[config.mk]
export PLATFORM = sky130hd
export DESIGN_NAME = session_keepalive_ack_supervisor
export DESIGN_NICKNAME = d
export VERILOG_FILES = /design/src/rtl/skas_pkg.sv /design/src/rtl/skas_front.sv /design/src/rtl/skas_queue.sv /design/src/rtl/skas_back.sv /design/src/rtl/session_keepalive_ack_supervisor.sv
export SDC_FILE = /design/constraint.sdc
export NUM_CORES = 1
export LEC_CHECK = 0
export BUFFER_PORTS_ARGS = -buffer_cell sky130_fd_sc_hd__clkbuf_2
export CORE_MARGIN = 2
export CORE_UTILIZATION = 40
export CTS_CLUSTER_DIAMETER = 150
export DETAILED_ROUTE_END_ITERATION = 7
export GPL_TIMING_DRIVEN = 0
export PLACE_DENSITY = 0.64
export SYNTH_ARGS = -nofsm -noshare
export SYNTH_HDL_FRONTEND = slang
export SYNTH_HIERARCHICAL = 1
export SYNTH_SLANG_ARGS = --single-unit
[constraint.sdc]
create_clock -name clk_i -period 6.67 [get_ports clk_i]
set_input_delay 1.334 -clock clk_i [delete_from_list [all_inputs] [get_ports clk_i]]
set_output_delay 1.334 -clock clk_i [all_outputs]
set_load 0.02 [all_outputs]
[src/rtl/skas_pkg.sv]
// Shared types and constants of the session keepalive and acknowledgement supervisor.
package skas_pkg;

  localparam int unsigned TIME_BITS = 32;

  typedef logic [TIME_BITS-1:0] stamp_t;

  localparam logic [3:0] CMD_TICK      = 4'd0;
  localparam logic [3:0] CMD_LINK_UP   = 4'd1;
  localparam logic [3:0] CMD_LINK_DOWN = 4'd2;
  localparam logic [3:0] CMD_HELLO     = 4'd3;
  localparam logic [3:0] CMD_PING      = 4'd4;
  localparam logic [3:0] CMD_PONG      = 4'd5;
  localparam logic [3:0] CMD_ACK       = 4'd6;
  localparam logic [3:0] CMD_OTHER     = 4'd7;
  localparam logic [3:0] CMD_ACKREQ    = 4'd8;

  localparam logic [2:0] ERR_NONE          = 3'd0;
  localparam logic [2:0] ERR_HANDSHAKE     = 3'd1;
  localparam logic [2:0] ERR_PEER          = 3'd2;
  localparam logic [2:0] ERR_HELLO_LAYOUT  = 3'd3;
  localparam logic [2:0] ERR_HELLO_VERSION = 3'd4;

  localparam logic [2:0] CFG_HANDSHAKE_TIMEOUT = 3'd0;
  localparam logic [2:0] CFG_PEER_TIMEOUT      = 3'd1;
  localparam logic [2:0] CFG_PING_INTERVAL     = 3'd2;
  localparam logic [2:0] CFG_ACK_TIMEOUT       = 3'd3;
  localparam logic [2:0] CFG_ACK_RETRY_CAP     = 3'd4;
  localparam logic [2:0] CFG_OWN_VERSION       = 3'd5;

  typedef enum logic [1:0] {
    LINK_DISC       = 2'd0,
    LINK_CONNECTING = 2'd1,
    LINK_HANDSHAKE  = 2'd2,
    LINK_CONNECTED  = 2'd3
  } link_e;

  typedef enum logic [3:0] {
    OP_TICK,
    OP_LINK_UP,
    OP_LINK_DOWN,
    OP_HELLO,
    OP_PING,
    OP_PONG,
    OP_ACK,
    OP_OTHER,
    OP_ACKREQ,
    OP_NONE
  } op_e;

  typedef struct packed {
    logic [15:0] handshake_timeout;
    logic [15:0] peer_timeout;
    logic [15:0] ping_interval;
    logic [15:0] ack_timeout;
    logic [3:0]  ack_retry_cap;
    logic [7:0]  own_version;
  } skas_cfg_t;

  localparam skas_cfg_t CFG_RESET = '{
    handshake_timeout: 16'd5000,
    peer_timeout:      16'd5000,
    ping_interval:     16'd2000,
    ack_timeout:       16'd500,
    ack_retry_cap:     4'd2,
    own_version:       8'd1
  };

  typedef struct packed {
    logic [3:0]  cmd;
    logic [31:0] now_ms;
    logic [15:0] seq_num;
    logic [7:0]  hello_version;
    logic        hello_layout_ok;
    logic        ping_sent_ok;
    logic        retry_sent_ok;
    logic [15:0] retry_seq;
  } skas_in_req_t;

  typedef struct packed {
    logic [1:0]  session_state;
    logic        send_hello;
    logic        send_ping;
    logic        send_pong;
    logic        retry_ack_msg;
    logic        ack_matched;
    logic        ack_gave_up;
    logic [15:0] gave_up_seq;
    logic [2:0]  error_code;
    logic        rtt_valid;
    logic [31:0] rtt_ms;
    logic        tx_accepted;
  } skas_out_req_t;

  typedef struct packed {
    op_e         op;
    stamp_t      now;
    logic [15:0] seq_num;
    logic [7:0]  hello_version;
    logic        hello_layout_ok;
    logic        ping_sent_ok;
    logic        retry_sent_ok;
    logic [15:0] retry_seq;
  } skas_entry_t;

endpackage

[src/rtl/skas_front.sv]
// Front end: accepts event requests and classifies them into queue entries.
module skas_front import skas_pkg::*; (
  input  logic         in_valid_i,
  output logic         in_stall_o,
  input  skas_in_req_t in_req_i,
  input  logic         q_full_i,
  output logic         q_push_o,
  output skas_entry_t  q_entry_o
);

  op_e op;

  always_comb begin
    case (in_req_i.cmd)
      CMD_TICK:      op = OP_TICK;
      CMD_LINK_UP:   op = OP_LINK_UP;
      CMD_LINK_DOWN: op = OP_LINK_DOWN;
      CMD_HELLO:     op = OP_HELLO;
      CMD_PING:      op = OP_PING;
      CMD_PONG:      op = OP_PONG;
      CMD_ACK:       op = OP_ACK;
      CMD_OTHER:     op = OP_OTHER;
      CMD_ACKREQ:    op = OP_ACKREQ;
      default:       op = OP_NONE;
    endcase
  end

  assign in_stall_o = q_full_i;
  assign q_push_o   = in_valid_i && !q_full_i;

  always_comb begin
    q_entry_o.op              = op;
    q_entry_o.now             = TIME_BITS'(in_req_i.now_ms);
    q_entry_o.seq_num         = in_req_i.seq_num;
    q_entry_o.hello_version   = in_req_i.hello_version;
    q_entry_o.hello_layout_ok = in_req_i.hello_layout_ok;
    q_entry_o.ping_sent_ok    = in_req_i.ping_sent_ok;
    q_entry_o.retry_sent_ok   = in_req_i.retry_sent_ok;
    q_entry_o.retry_seq       = in_req_i.retry_seq;
  end

endmodule

[src/rtl/skas_queue.sv]
// Short queue of classified events between the front end and the back end.
module skas_queue import skas_pkg::*; #(
  parameter int unsigned DEPTH = 2
) (
  input  logic        clk_i,
  input  logic        rst_ni,
  input  logic        push_i,
  input  skas_entry_t entry_i,
  output logic        full_o,
  input  logic        pop_i,
  output logic        valid_o,
  output skas_entry_t entry_o
);

  localparam int unsigned PtrW = (DEPTH > 1) ? $clog2(DEPTH) : 1;
  localparam int unsigned CntW = $clog2(DEPTH + 1);

  skas_entry_t mem_q [DEPTH];
  logic [PtrW-1:0] wr_ptr_q, wr_ptr_d, rd_ptr_q, rd_ptr_d;
  logic [CntW-1:0] count_q, count_d;

  assign full_o  = (count_q == CntW'(DEPTH));
  assign valid_o = (count_q != '0);
  assign entry_o = mem_q[rd_ptr_q];

  always_comb begin
    wr_ptr_d = wr_ptr_q;
    rd_ptr_d = rd_ptr_q;
    count_d  = count_q;
    if (push_i) begin
      wr_ptr_d = (wr_ptr_q == PtrW'(DEPTH - 1)) ? '0 : wr_ptr_q + 1'b1;
    end
    if (pop_i) begin
      rd_ptr_d = (rd_ptr_q == PtrW'(DEPTH - 1)) ? '0 : rd_ptr_q + 1'b1;
    end
    if (push_i && !pop_i) begin
      count_d = count_q + 1'b1;
    end else if (pop_i && !push_i) begin
      count_d = count_q - 1'b1;
    end
  end

  always_ff @(posedge clk_i or negedge rst_ni) begin
    if (!rst_ni) begin
      wr_ptr_q <= '0;
      rd_ptr_q <= '0;
      count_q  <= '0;
    end else begin
      wr_ptr_q <= wr_ptr_d;
      rd_ptr_q <= rd_ptr_d;
      count_q  <= count_d;
    end
  end

  always_ff @(posedge clk_i) begin
    if (push_i) begin
      mem_q[wr_ptr_q] <= entry_i;
    end
  end

  a_count_bound: assert property (@(posedge clk_i) disable iff (!rst_ni)
    count_q <= CntW'(DEPTH)) else $error("queue count beyond depth");

  a_no_push_full: assert property (@(posedge clk_i) disable iff (!rst_ni)
    push_i |-> !full_o) else $error("push into a full queue");

  a_no_pop_empty: assert property (@(posedge clk_i) disable iff (!rst_ni)
    pop_i |-> valid_o) else $error("pop from an empty queue");

endmodule

[src/rtl/skas_back.sv]
// Back end: session state machine, timers, pending acknowledgement and result register.
module skas_back import skas_pkg::*; (
  input  logic          clk_i,
  input  logic          rst_ni,
  input  skas_cfg_t     cfg_i,
  input  logic          q_valid_i,
  input  skas_entry_t   q_entry_i,
  output logic          q_pop_o,
  output logic          out_valid_o,
  input  logic          out_stall_i,
  output skas_out_req_t out_req_o
);

  link_e         link_q, link_d;
  stamp_t        connect_q, connect_d;
  stamp_t        peer_q, peer_d;
  stamp_t        ping_base_q, ping_base_d;
  stamp_t        ping_out_q, ping_out_d;
  logic          pend_valid_q, pend_valid_d;
  logic [15:0]   pend_seq_q, pend_seq_d;
  logic [4:0]    pend_att_q, pend_att_d;
  stamp_t        pend_dl_q, pend_dl_d;
  logic          out_valid_q;
  skas_out_req_t out_req_q, out_req_d;

  stamp_t     now, hs_diff, peer_diff, ping_diff, dl_diff, rtt_diff, retry_dl;
  logic       live, conn, msg_ok;
  logic       hs_expired, peer_expired, ping_due, deadline_hit, can_retry;
  logic       tick_fail, hello_bad, fail, rtt_ok;
  logic [4:0] att_limit;

  assign q_pop_o     = q_valid_i && (!out_valid_q || !out_stall_i);
  assign out_valid_o = out_valid_q;
  assign out_req_o   = out_req_q;

  assign now       = q_entry_i.now;
  assign hs_diff   = now - connect_q;
  assign peer_diff = now - peer_q;
  assign ping_diff = now - ping_base_q;
  assign dl_diff   = now - pend_dl_q;
  assign rtt_diff  = now - ping_out_q;
  assign retry_dl  = now + TIME_BITS'(cfg_i.ack_timeout);
  assign att_limit = 5'(cfg_i.ack_retry_cap) + 5'd1;

  assign live   = (link_q == LINK_CONNECTING) || (link_q == LINK_HANDSHAKE);
  assign conn   = (link_q == LINK_CONNECTED);
  assign msg_ok = (link_q != LINK_DISC);

  assign hs_expired   = hs_diff >= TIME_BITS'(cfg_i.handshake_timeout);
  assign peer_expired = peer_diff >= TIME_BITS'(cfg_i.peer_timeout);
  assign ping_due     = ping_diff >= TIME_BITS'(cfg_i.ping_interval);
  assign deadline_hit = pend_valid_q && !dl_diff[TIME_BITS-1];
  assign can_retry    = pend_att_q < att_limit;
  assign rtt_ok       = (ping_out_q != '0) && (rtt_diff != '0) && !rtt_diff[TIME_BITS-1];

  assign tick_fail = (live && hs_expired) || (conn && peer_expired);
  assign hello_bad = !q_entry_i.hello_layout_ok ||
                     (q_entry_i.hello_version != cfg_i.own_version);

  always_comb begin
    link_d = link_q;
    case (q_entry_i.op)
      OP_TICK: begin
        if (tick_fail) begin
          link_d = LINK_DISC;
        end
      end
      OP_LINK_UP:   link_d = LINK_CONNECTING;
      OP_LINK_DOWN: link_d = LINK_DISC;
      OP_HELLO: begin
        link_d = hello_bad ? LINK_DISC : LINK_CONNECTED;
      end
      default: ;
    endcase
  end

  always_comb begin
    connect_d    = connect_q;
    peer_d       = peer_q;
    ping_base_d  = ping_base_q;
    ping_out_d   = ping_out_q;
    pend_valid_d = pend_valid_q;
    pend_seq_d   = pend_seq_q;
    pend_att_d   = pend_att_q;
    pend_dl_d    = pend_dl_q;
    out_req_d    = '0;
    out_req_d.session_state = link_d;
    fail         = 1'b0;
    case (q_entry_i.op)
      OP_TICK: begin
        if (live) begin
          if (hs_expired) begin
            out_req_d.error_code = ERR_HANDSHAKE;
            fail = 1'b1;
          end
        end else if (conn) begin
          if (peer_expired) begin
            out_req_d.error_code = ERR_PEER;
            fail = 1'b1;
          end else begin
            if (ping_due) begin
              out_req_d.send_ping = 1'b1;
              if (q_entry_i.ping_sent_ok) begin
                ping_base_d = now;
                ping_out_d  = now;
              end
            end
            if (deadline_hit) begin
              if (can_retry) begin
                out_req_d.retry_ack_msg = 1'b1;
                if (q_entry_i.retry_sent_ok) begin
                  pend_att_d = pend_att_q + 5'd1;
                  pend_seq_d = q_entry_i.retry_seq;
                  pend_dl_d  = retry_dl;
                end
              end else begin
                out_req_d.ack_gave_up = 1'b1;
                out_req_d.gave_up_seq = pend_seq_q;
                pend_valid_d = 1'b0;
                pend_seq_d   = '0;
                pend_att_d   = '0;
                pend_dl_d    = '0;
              end
            end
          end
        end
      end
      OP_LINK_UP: begin
        pend_valid_d = 1'b0;
        pend_seq_d   = '0;
        pend_att_d   = '0;
        pend_dl_d    = '0;
        ping_base_d  = '0;
        ping_out_d   = '0;
        connect_d    = now;
        peer_d       = now;
        out_req_d.send_hello = 1'b1;
      end
      OP_LINK_DOWN: fail = 1'b1;
      OP_HELLO: begin
        peer_d = now;
        if (!q_entry_i.hello_layout_ok) begin
          out_req_d.error_code = ERR_HELLO_LAYOUT;
          fail = 1'b1;
        end else if (hello_bad) begin
          out_req_d.error_code = ERR_HELLO_VERSION;
          fail = 1'b1;
        end else if (!conn) begin
          if (!msg_ok) begin
            connect_d = now;
            out_req_d.send_hello = 1'b1;
          end
          pend_valid_d = 1'b0;
          pend_seq_d   = '0;
          pend_att_d   = '0;
          pend_dl_d    = '0;
          ping_base_d  = now;
          ping_out_d   = '0;
        end
      end
      OP_PING: begin
        if (msg_ok) begin
          peer_d = now;
          out_req_d.send_pong = conn;
        end
      end
      OP_PONG: begin
        if (msg_ok) begin
          peer_d = now;
          if (rtt_ok) begin
            out_req_d.rtt_valid = 1'b1;
            out_req_d.rtt_ms    = 32'(rtt_diff);
          end
          ping_out_d = '0;
        end
      end
      OP_ACK: begin
        if (msg_ok) begin
          peer_d = now;
          if (pend_valid_q && (pend_seq_q == q_entry_i.seq_num)) begin
            pend_valid_d = 1'b0;
            pend_seq_d   = '0;
            pend_att_d   = '0;
            pend_dl_d    = '0;
            out_req_d.ack_matched = 1'b1;
          end
        end
      end
      OP_OTHER: begin
        if (msg_ok) begin
          peer_d = now;
        end
      end
      OP_ACKREQ: begin
        if (conn) begin
          pend_valid_d = 1'b1;
          pend_seq_d   = q_entry_i.seq_num;
          pend_att_d   = 5'd1;
          pend_dl_d    = retry_dl;
          out_req_d.tx_accepted = 1'b1;
        end
      end
      default: ;
    endcase
    if (fail) begin
      pend_valid_d = 1'b0;
      pend_seq_d   = '0;
      pend_att_d   = '0;
      pend_dl_d    = '0;
      ping_base_d  = '0;
      ping_out_d   = '0;
    end
  end

  always_ff @(posedge clk_i or negedge rst_ni) begin
    if (!rst_ni) begin
      link_q       <= LINK_DISC;
      connect_q    <= '0;
      peer_q       <= '0;
      ping_base_q  <= '0;
      ping_out_q   <= '0;
      pend_valid_q <= 1'b0;
      pend_seq_q   <= '0;
      pend_att_q   <= '0;
      pend_dl_q    <= '0;
      out_valid_q  <= 1'b0;
    end else begin
      if (q_pop_o) begin
        link_q       <= link_d;
        connect_q    <= connect_d;
        peer_q       <= peer_d;
        ping_base_q  <= ping_base_d;
        ping_out_q   <= ping_out_d;
        pend_valid_q <= pend_valid_d;
        pend_seq_q   <= pend_seq_d;
        pend_att_q   <= pend_att_d;
        pend_dl_q    <= pend_dl_d;
        out_valid_q  <= 1'b1;
      end else if (!out_stall_i) begin
        out_valid_q  <= 1'b0;
      end
    end
  end

  always_ff @(posedge clk_i) begin
    if (q_pop_o) begin
      out_req_q <= out_req_d;
    end
  end

  a_link_up: assert property (@(posedge clk_i) disable iff (!rst_ni)
    q_pop_o && (q_entry_i.op == OP_LINK_UP) |=> (link_q == LINK_CONNECTING) && !pend_valid_q)
    else $error("link up did not restart the session");

  a_gave_up_clears: assert property (@(posedge clk_i) disable iff (!rst_ni)
    out_valid_q && out_req_q.ack_gave_up |-> !pend_valid_q)
    else $error("pending entry kept after giving up");

  a_rtt_clears: assert property (@(posedge clk_i) disable iff (!rst_ni)
    out_valid_q && out_req_q.rtt_valid |-> (ping_out_q == '0))
    else $error("outstanding ping kept after a round-trip sample");

endmodule

[src/rtl/session_keepalive_ack_supervisor.sv]
// Top level of the session keepalive and acknowledgement supervisor.
// A request is written into the queue, then taken by the back end into the result register, where its result is valid.
// Throughput: one request per cycle while out_stall_i is low, set by the back-end session update.
// The queue of QUEUE_DEPTH entries lets the input side run on while the result side stalls.
// Reset clears the session to disconnected with all timers zero and loads default settings.
module session_keepalive_ack_supervisor import skas_pkg::*; #(
  parameter int unsigned QUEUE_DEPTH = 2
) (
  input  logic          clk_i,
  input  logic          rst_ni,
  input  logic          in_valid_i,
  output logic          in_stall_o,
  input  skas_in_req_t  in_req_i,
  output logic          out_valid_o,
  input  logic          out_stall_i,
  output skas_out_req_t out_req_o,
  input  logic          cfg_valid_i,
  output logic          cfg_ready_o,
  input  logic [2:0]    cfg_index_i,
  input  logic [15:0]   cfg_data_i
);

  skas_cfg_t   cfg_q, cfg_d;
  logic        q_push, q_full, q_pop, q_valid;
  skas_entry_t q_entry_in, q_entry_out;

  assign cfg_ready_o = 1'b1;

  always_comb begin
    cfg_d = cfg_q;
    if (cfg_valid_i) begin
      case (cfg_index_i)
        CFG_HANDSHAKE_TIMEOUT: cfg_d.handshake_timeout = cfg_data_i;
        CFG_PEER_TIMEOUT:      cfg_d.peer_timeout      = cfg_data_i;
        CFG_PING_INTERVAL:     cfg_d.ping_interval     = cfg_data_i;
        CFG_ACK_TIMEOUT:       cfg_d.ack_timeout       = cfg_data_i;
        CFG_ACK_RETRY_CAP:     cfg_d.ack_retry_cap     = cfg_data_i[3:0];
        CFG_OWN_VERSION:       cfg_d.own_version       = cfg_data_i[7:0];
        default: ;
      endcase
    end
  end

  always_ff @(posedge clk_i or negedge rst_ni) begin
    if (!rst_ni) begin
      cfg_q <= CFG_RESET;
    end else begin
      cfg_q <= cfg_d;
    end
  end

  skas_front u_front (
    .in_valid_i (in_valid_i),
    .in_stall_o (in_stall_o),
    .in_req_i   (in_req_i),
    .q_full_i   (q_full),
    .q_push_o   (q_push),
    .q_entry_o  (q_entry_in)
  );

  skas_queue #(
    .DEPTH (QUEUE_DEPTH)
  ) u_queue (
    .clk_i   (clk_i),
    .rst_ni  (rst_ni),
    .push_i  (q_push),
    .entry_i (q_entry_in),
    .full_o  (q_full),
    .pop_i   (q_pop),
    .valid_o (q_valid),
    .entry_o (q_entry_out)
  );

  skas_back u_back (
    .clk_i       (clk_i),
    .rst_ni      (rst_ni),
    .cfg_i       (cfg_q),
    .q_valid_i   (q_valid),
    .q_entry_i   (q_entry_out),
    .q_pop_o     (q_pop),
    .out_valid_o (out_valid_o),
    .out_stall_i (out_stall_i),
    .out_req_o   (out_req_o)
  );

endmodule
== Yosys cells after proc, flatten, opt, wreduce, memory -nomap -nowiden ==
Memories as Yosys holds them, arrays and structs flattened.
Cells that the tools add are included.
W data, S select, Z words.
Storage, ports and cells
  input port bits: 103
  bits in latches: 0
  word-level logic and storage cells: 258
  ROM bits: 64
  memories: 2
  flip-flop bits (word level): 326
  bits in writable memories: 158
  output and inout port bits: 64
Memory list
  u_queue.mem_q: words 2, bits a word 79, rd ports 1, clocked after Yosys merged registers in 0, write ports 1, line skas_queue.sv:18  | skas_entry_t mem_q [DEPTH];
  (no name shown): words 16, bits a word 4, rd ports 1, clocked after Yosys merged registers in 0, write ports 0, line skas_front.sv:14  | case (in_req_i.cmd)
Operators by class
  equality and inequality tests: 40
  div/mod/pow operators: 0
  bitwise logic cells: 3
  multipliers: 0
  multiplexer cells: 111
  shift-type cells: 0
  reductions and logical operators: 55
  $add $sub $neg: 12
  magnitude comparators: 4
Operators by type and width (number)
  $mux W32: 29
  $mux W16: 13
  $pmux W32 S5: 1
  $sub A32 B32 Y32: 5
  $pmux W32 S2: 2
  $pmux W32 S4: 1
  $ge A32 B16 Y1: 3
  $pmux W32 S3: 1
  $pmux W16 S5: 1
  $mux W5: 13
  $reduce_bool A32 Y1: 2
  $mux W1: 33
  $mux W33: 1
  $add A32 B16 Y32: 1
  $reduce_and A13 Y1: 2
  $pmux W5 S5: 1
  $ne A3 B1 Y1 const B: 8
  $reduce_and A2 Y1: 9
  $mux W17: 1
  $eq A16 B16 Y1: 1
  $eq A4 B3 Y1 const B: 4
  $ne A3 B3 Y1 const B: 5
  $mux W3: 4
  $reduce_and A11 Y1: 1
  42 further kinds: 83

== Longest topological paths before layout ==
An unclocked memory read counts as a cell.
  depth after elaboration: 10
  depth in mapped cells: 30
  depth with buffers taken out: 27

== By module ==
Netlist, hierarchy kept.
Modules (own cells, without submodules)
  skas_back: area each 20193.1 µm², cells each 2297, times used 1, sequential area each 6461.2 µm²
  skas_queue: area each 6291.0 µm², cells each 262, times used 1, sequential area each 4844.6 µm²
  session_keepalive_ack_supervisor: area each 2935.3 µm², cells each 167, times used 1, sequential area each 1931.9 µm²
  skas_front: area each 608.1 µm², cells each 82, times used 1, sequential area each 0.0 µm²

== Worst setup path before layout ==
OpenSTA, ideal clock, no wires.
  path type: reg-to-reg
  start: register u_queue.rd_ptr_q
  end: register u_back.ping_base_q[22]
  path buffers: 3
  library setup time: 0.121 ns
  path slack: 0.964 ns
  arrival time: 5.585 ns
  data required time: 6.549 ns
  cell stages (with the launch flop): 30
  clock period less this slack: 5.706 ns
  cells stage by stage: dfrtp_1 -> buf_6 -> buf_12 -> mux2_4 -> inv_1 -> ha_1 -> inv_1 -> fa_1 -> a211oi_1 -> o21a_1 -> nand2_1 -> nand4_1 -> nand2_1 -> a21o_1 -> a21oi_1 -> xnor2_1 -> ha_1 -> and4_1 -> a22oi_1 -> nand4_1 -> a2111oi_0 -> o2111ai_1 -> nor4_1 -> nand4_1 -> o41ai_4 -> nand3_4 -> o211ai_4 -> a211oi_4 -> buf_4 -> a22o_1
RTL lines
  start, declared: line skas_queue.sv:19  | logic [PtrW-1:0] wr_ptr_q, wr_ptr_d, rd_ptr_q, rd_ptr_d;
  start signal, assigned: line skas_queue.sv:50  | rd_ptr_q <= rd_ptr_d;
  end signal, assigned: line skas_back.sv:232  | ping_base_q <= ping_base_d;
  end, declared: line skas_back.sv:17  | stamp_t ping_base_q, ping_base_d;

==> impl_metrics.tcl <==
set metrics [dict create \
    outcome "finished, final reports clean" \
    initial_utilization_pct 40.4 \
    crit_family "compound AO/OA/AOI/OAI gates" \
    htreeDepth 2 \
    holdCritStartpoint "u_queue/count_q[1]" \
    cpPeakStageDelay_ns 0.48 \
    fin_cells 4002 \
    hold_path_class "register to register" \
    cp.required_ns 7.17 \
    path_clk_slew_ns 0.06 \
    ys_types 97 \
    final_hold_viol_count 0 \
    cts_tree "done" \
    nets 3321 \
    power_density_nw_per_um2 569 \
    worstSkewPairLatency_ns 0.63 \
    setup_viol 0 \
    min_period_over_period_pct 96.5 \
    yosys_register_bits 484 \
    tightest_slew_ns 0.933 \
    drt-wirelength-per-cell_um 18.4 \
    grt_pass1_wl_um 114000 \
    antenna_left 0 \
    die_h_um 278 \
    place_hpwl_um 55800 \
    clockBufferDepth 3 \
    final_core_util_pct 45.8 \
    grt_max_degree 108 \
    wl_met2_um 35300 \
    slew_viol_final 0 \
    avgSynthCellArea_um2 10.7 \
    wl_um 73700 \
    pin_count 167 \
    async_flop_share_pct 54.8 \
    cap_violations 0 \
    path_class "register to register" \
    die_area_um2 77300 \
    crit_start "u_queue/rd_ptr_q" \
    power_mw 19.4 \
    dr_total_vias 21400 \
    cts_root_buf "clkbuf_16" \
    finClkSkew_ns 0.0326 \
    max_slew_margin_pct 37.8 \
    wl_met1_um 32300 \
    hold_slack_ns 0.475 \
    arrival_ns 6.94 \
    place_congestion 0.901 \
    p_leak_nw 14.6 \
    synth_ff_type "dfrtp_1" \
    syn_inst 2808 \
    viasPerCell 5.36 \
    layout_common_cells "dfrtp_1 (241), inv_1 (234), ha_1 (226), edfxtp_1 (219), nand2_1 (196)" \
    routed.top_layer "met4" \
    crit_buf_inv 7 \
    core_um2 74300 \
    drc_errors 0 \
    grt_pass1_vias 21100 \
    synthesis.area_um2 30000 \
    synthesis.nets 3144 \
    end_kind "register" \
    rows 100 \
    syn_to_final_growth_pct 13.4 \
    max_freq_mhz 155 \
    ir_drop_mv 0.266 \
    post-route-min-period_ns 6.43 \
    cts.sinks 484 \
    drtIter0Drc 1279 \
    antenna_found_initial 1 \
    synth_edf_count 219 \
    critPathMaxFanout 10 \
    cts_made_buffers 55 \
    seq_area_frac_synth_pct 44.1 \
    grt_overflow 0 \
    port_buffers 89 \
    worst_path_max_delay_cell "o41a_1" \
    dp_cells 3873 \
    wl_met3_um 3730 \
    start_kind "register" \
    grt_usage_pct 18.7 \
    ys_warn_count 6 \
    layout-drive-gt1-share_pct 19.2 \
    mostFrequentLayoutCell "dfrtp_1" \
    first_pass_iters 5 \
    die_w_um 278 \
    r2r-start "u_queue/rd_ptr_q" \
]
sequential cells by signal (all words and copies together) (netlist names):
| signal | flops |
|---|---|
| u_back/pend_seq_q | 16 |
| u_back/pend_dl_q | 32 |
| cfg_q | 76 |
| u_queue/rd_ptr_q | 1 |
| u_back/pend_valid_q | 1 |
| u_back/link_q | 2 |
| u_queue/mem_q | 158 |
| u_back/ping_base_q | 32 |
| u_back/pend_att_q | 5 |
| u_queue/wr_ptr_q | 1 |
| u_back/connect_q | 32 |
| u_queue/count_q | 2 |
| u_back/peer_q | 32 |
| u_back/ping_out_q | 32 |
| u_back/out_valid_o | 1 |
| u_back/out_req_o | 61 |
power by group:
part           switching [mW]  internal (mW)  total, mW  leakage, nW
registers               0.377           4.11       4.49         5.38
clock network            1.28           1.69       2.97        0.861
logic                    6.92           5.00       11.9         8.33
worst reg2reg max path, delay by kind of cell (launching register included):
kind	cells	cell delay (ns)
xor+xnor	1	0.16
simple gates	9	1.42
compound gates	8	1.97
buf+inv	7	1.22
mux	1	0.24
fa+ha+maj	3	0.92
flops	1	0.40
per-layer routing:
layer | global-route usage [%] | up-vias
met5 | 0 | -
li1 | - | 10500
met3 | 3.08 | 113
met2 | 32.5 | 435
met1 | 23.7 | 10400
met4 | 5.85 | 0
synth_stat cells, types with 57 or more instances:
| cell type | number | area share (%) |
|---|---|---|
| a22o_1 | 96 | 2.8 |
| inv_1 | 236 | 3.0 |
| a21o_1 | 84 | 2.1 |
| nand2_1 | 197 | 2.5 |
| a21oi_1 | 142 | 2.4 |
| ha_1 | 228 | 9.5 |
| xor2_1 | 57 | 1.7 |
| edfxtp_1 | 219 | 22 |
| xnor2_1 | 100 | 2.9 |
| mux2_2 | 84 | 3.2 |
| dfrtp_1 | 241 | 20 |
| nor2_1 | 129 | 1.6 |
| mux2_4 | 79 | 4.0 |
| o21ai_0 | 141 | 2.4 |
| buf_4 | 85 | 2.1 |
worst paths after layout:
path / endpoint / slack (ns) / depth (start not counted)
min: u_queue/count_q[1] / 0.48 / 1
max in group asynchronous: u_back/pend_seq_q[13] / 4.54 / 3
max: u_back/ping_base_q[29] / 0.24 / 29
max reg2reg: u_back/ping_base_q[29] / 0.24 / 29
min in group asynchronous: u_back/ping_base_q[1] / 0.72 / 1
min reg2reg: u_queue/count_q[1] / 0.48 / 1
area by class of cell:
class,instances,area [µm²]
fill,7044,40300
multi-input combinational,1916,14900
sequential,484,13200
clock buffer,74,1520
buffer,171,1220
tap,969,1210
inverter,236,892
timing repair buffer,121,836
clock inverter,29,272
antenna,2,5.00
through the flow:
| stage | TNS [ns] | worst slack (ns) | area (µm²) |
|---|---|---|---|
| detailed placement | -67.13 | -0.905 | 31900 |
| global placement | -531.03 | -1.56 | 31700 |
| finish | 0 | 0.236 | 34100 |
| global route | -0.00171 | -0.00171 | 34100 |
| CTS | 0 | 0.00994 | 33800 |
| floorplan | 0 | 0.964 | 30000 |
cell families after synthesis:
logic type               share of synthesized area [%]
AO/OA/AOI/OAI                                     16.3
XOR/XNOR                                          4.58
other                                           0.0250
flip-flops                                        44.1
adder cells (fa/ha/maj)                           9.83
buffers and inverters                             6.97
multiplexers                                      7.35
AND/OR/NAND/NOR                                   10.8
timing repair:
item                       CTS  global route
gates resized for setup     10            35
setup endpoints to repair  127           135
pin swaps                    7             9
gates cloned                 0             1
hold buffers                 0             0
hold endpoints to repair     0             0
buffers inserted            11            14
Power figures use the tool's default switching activity.
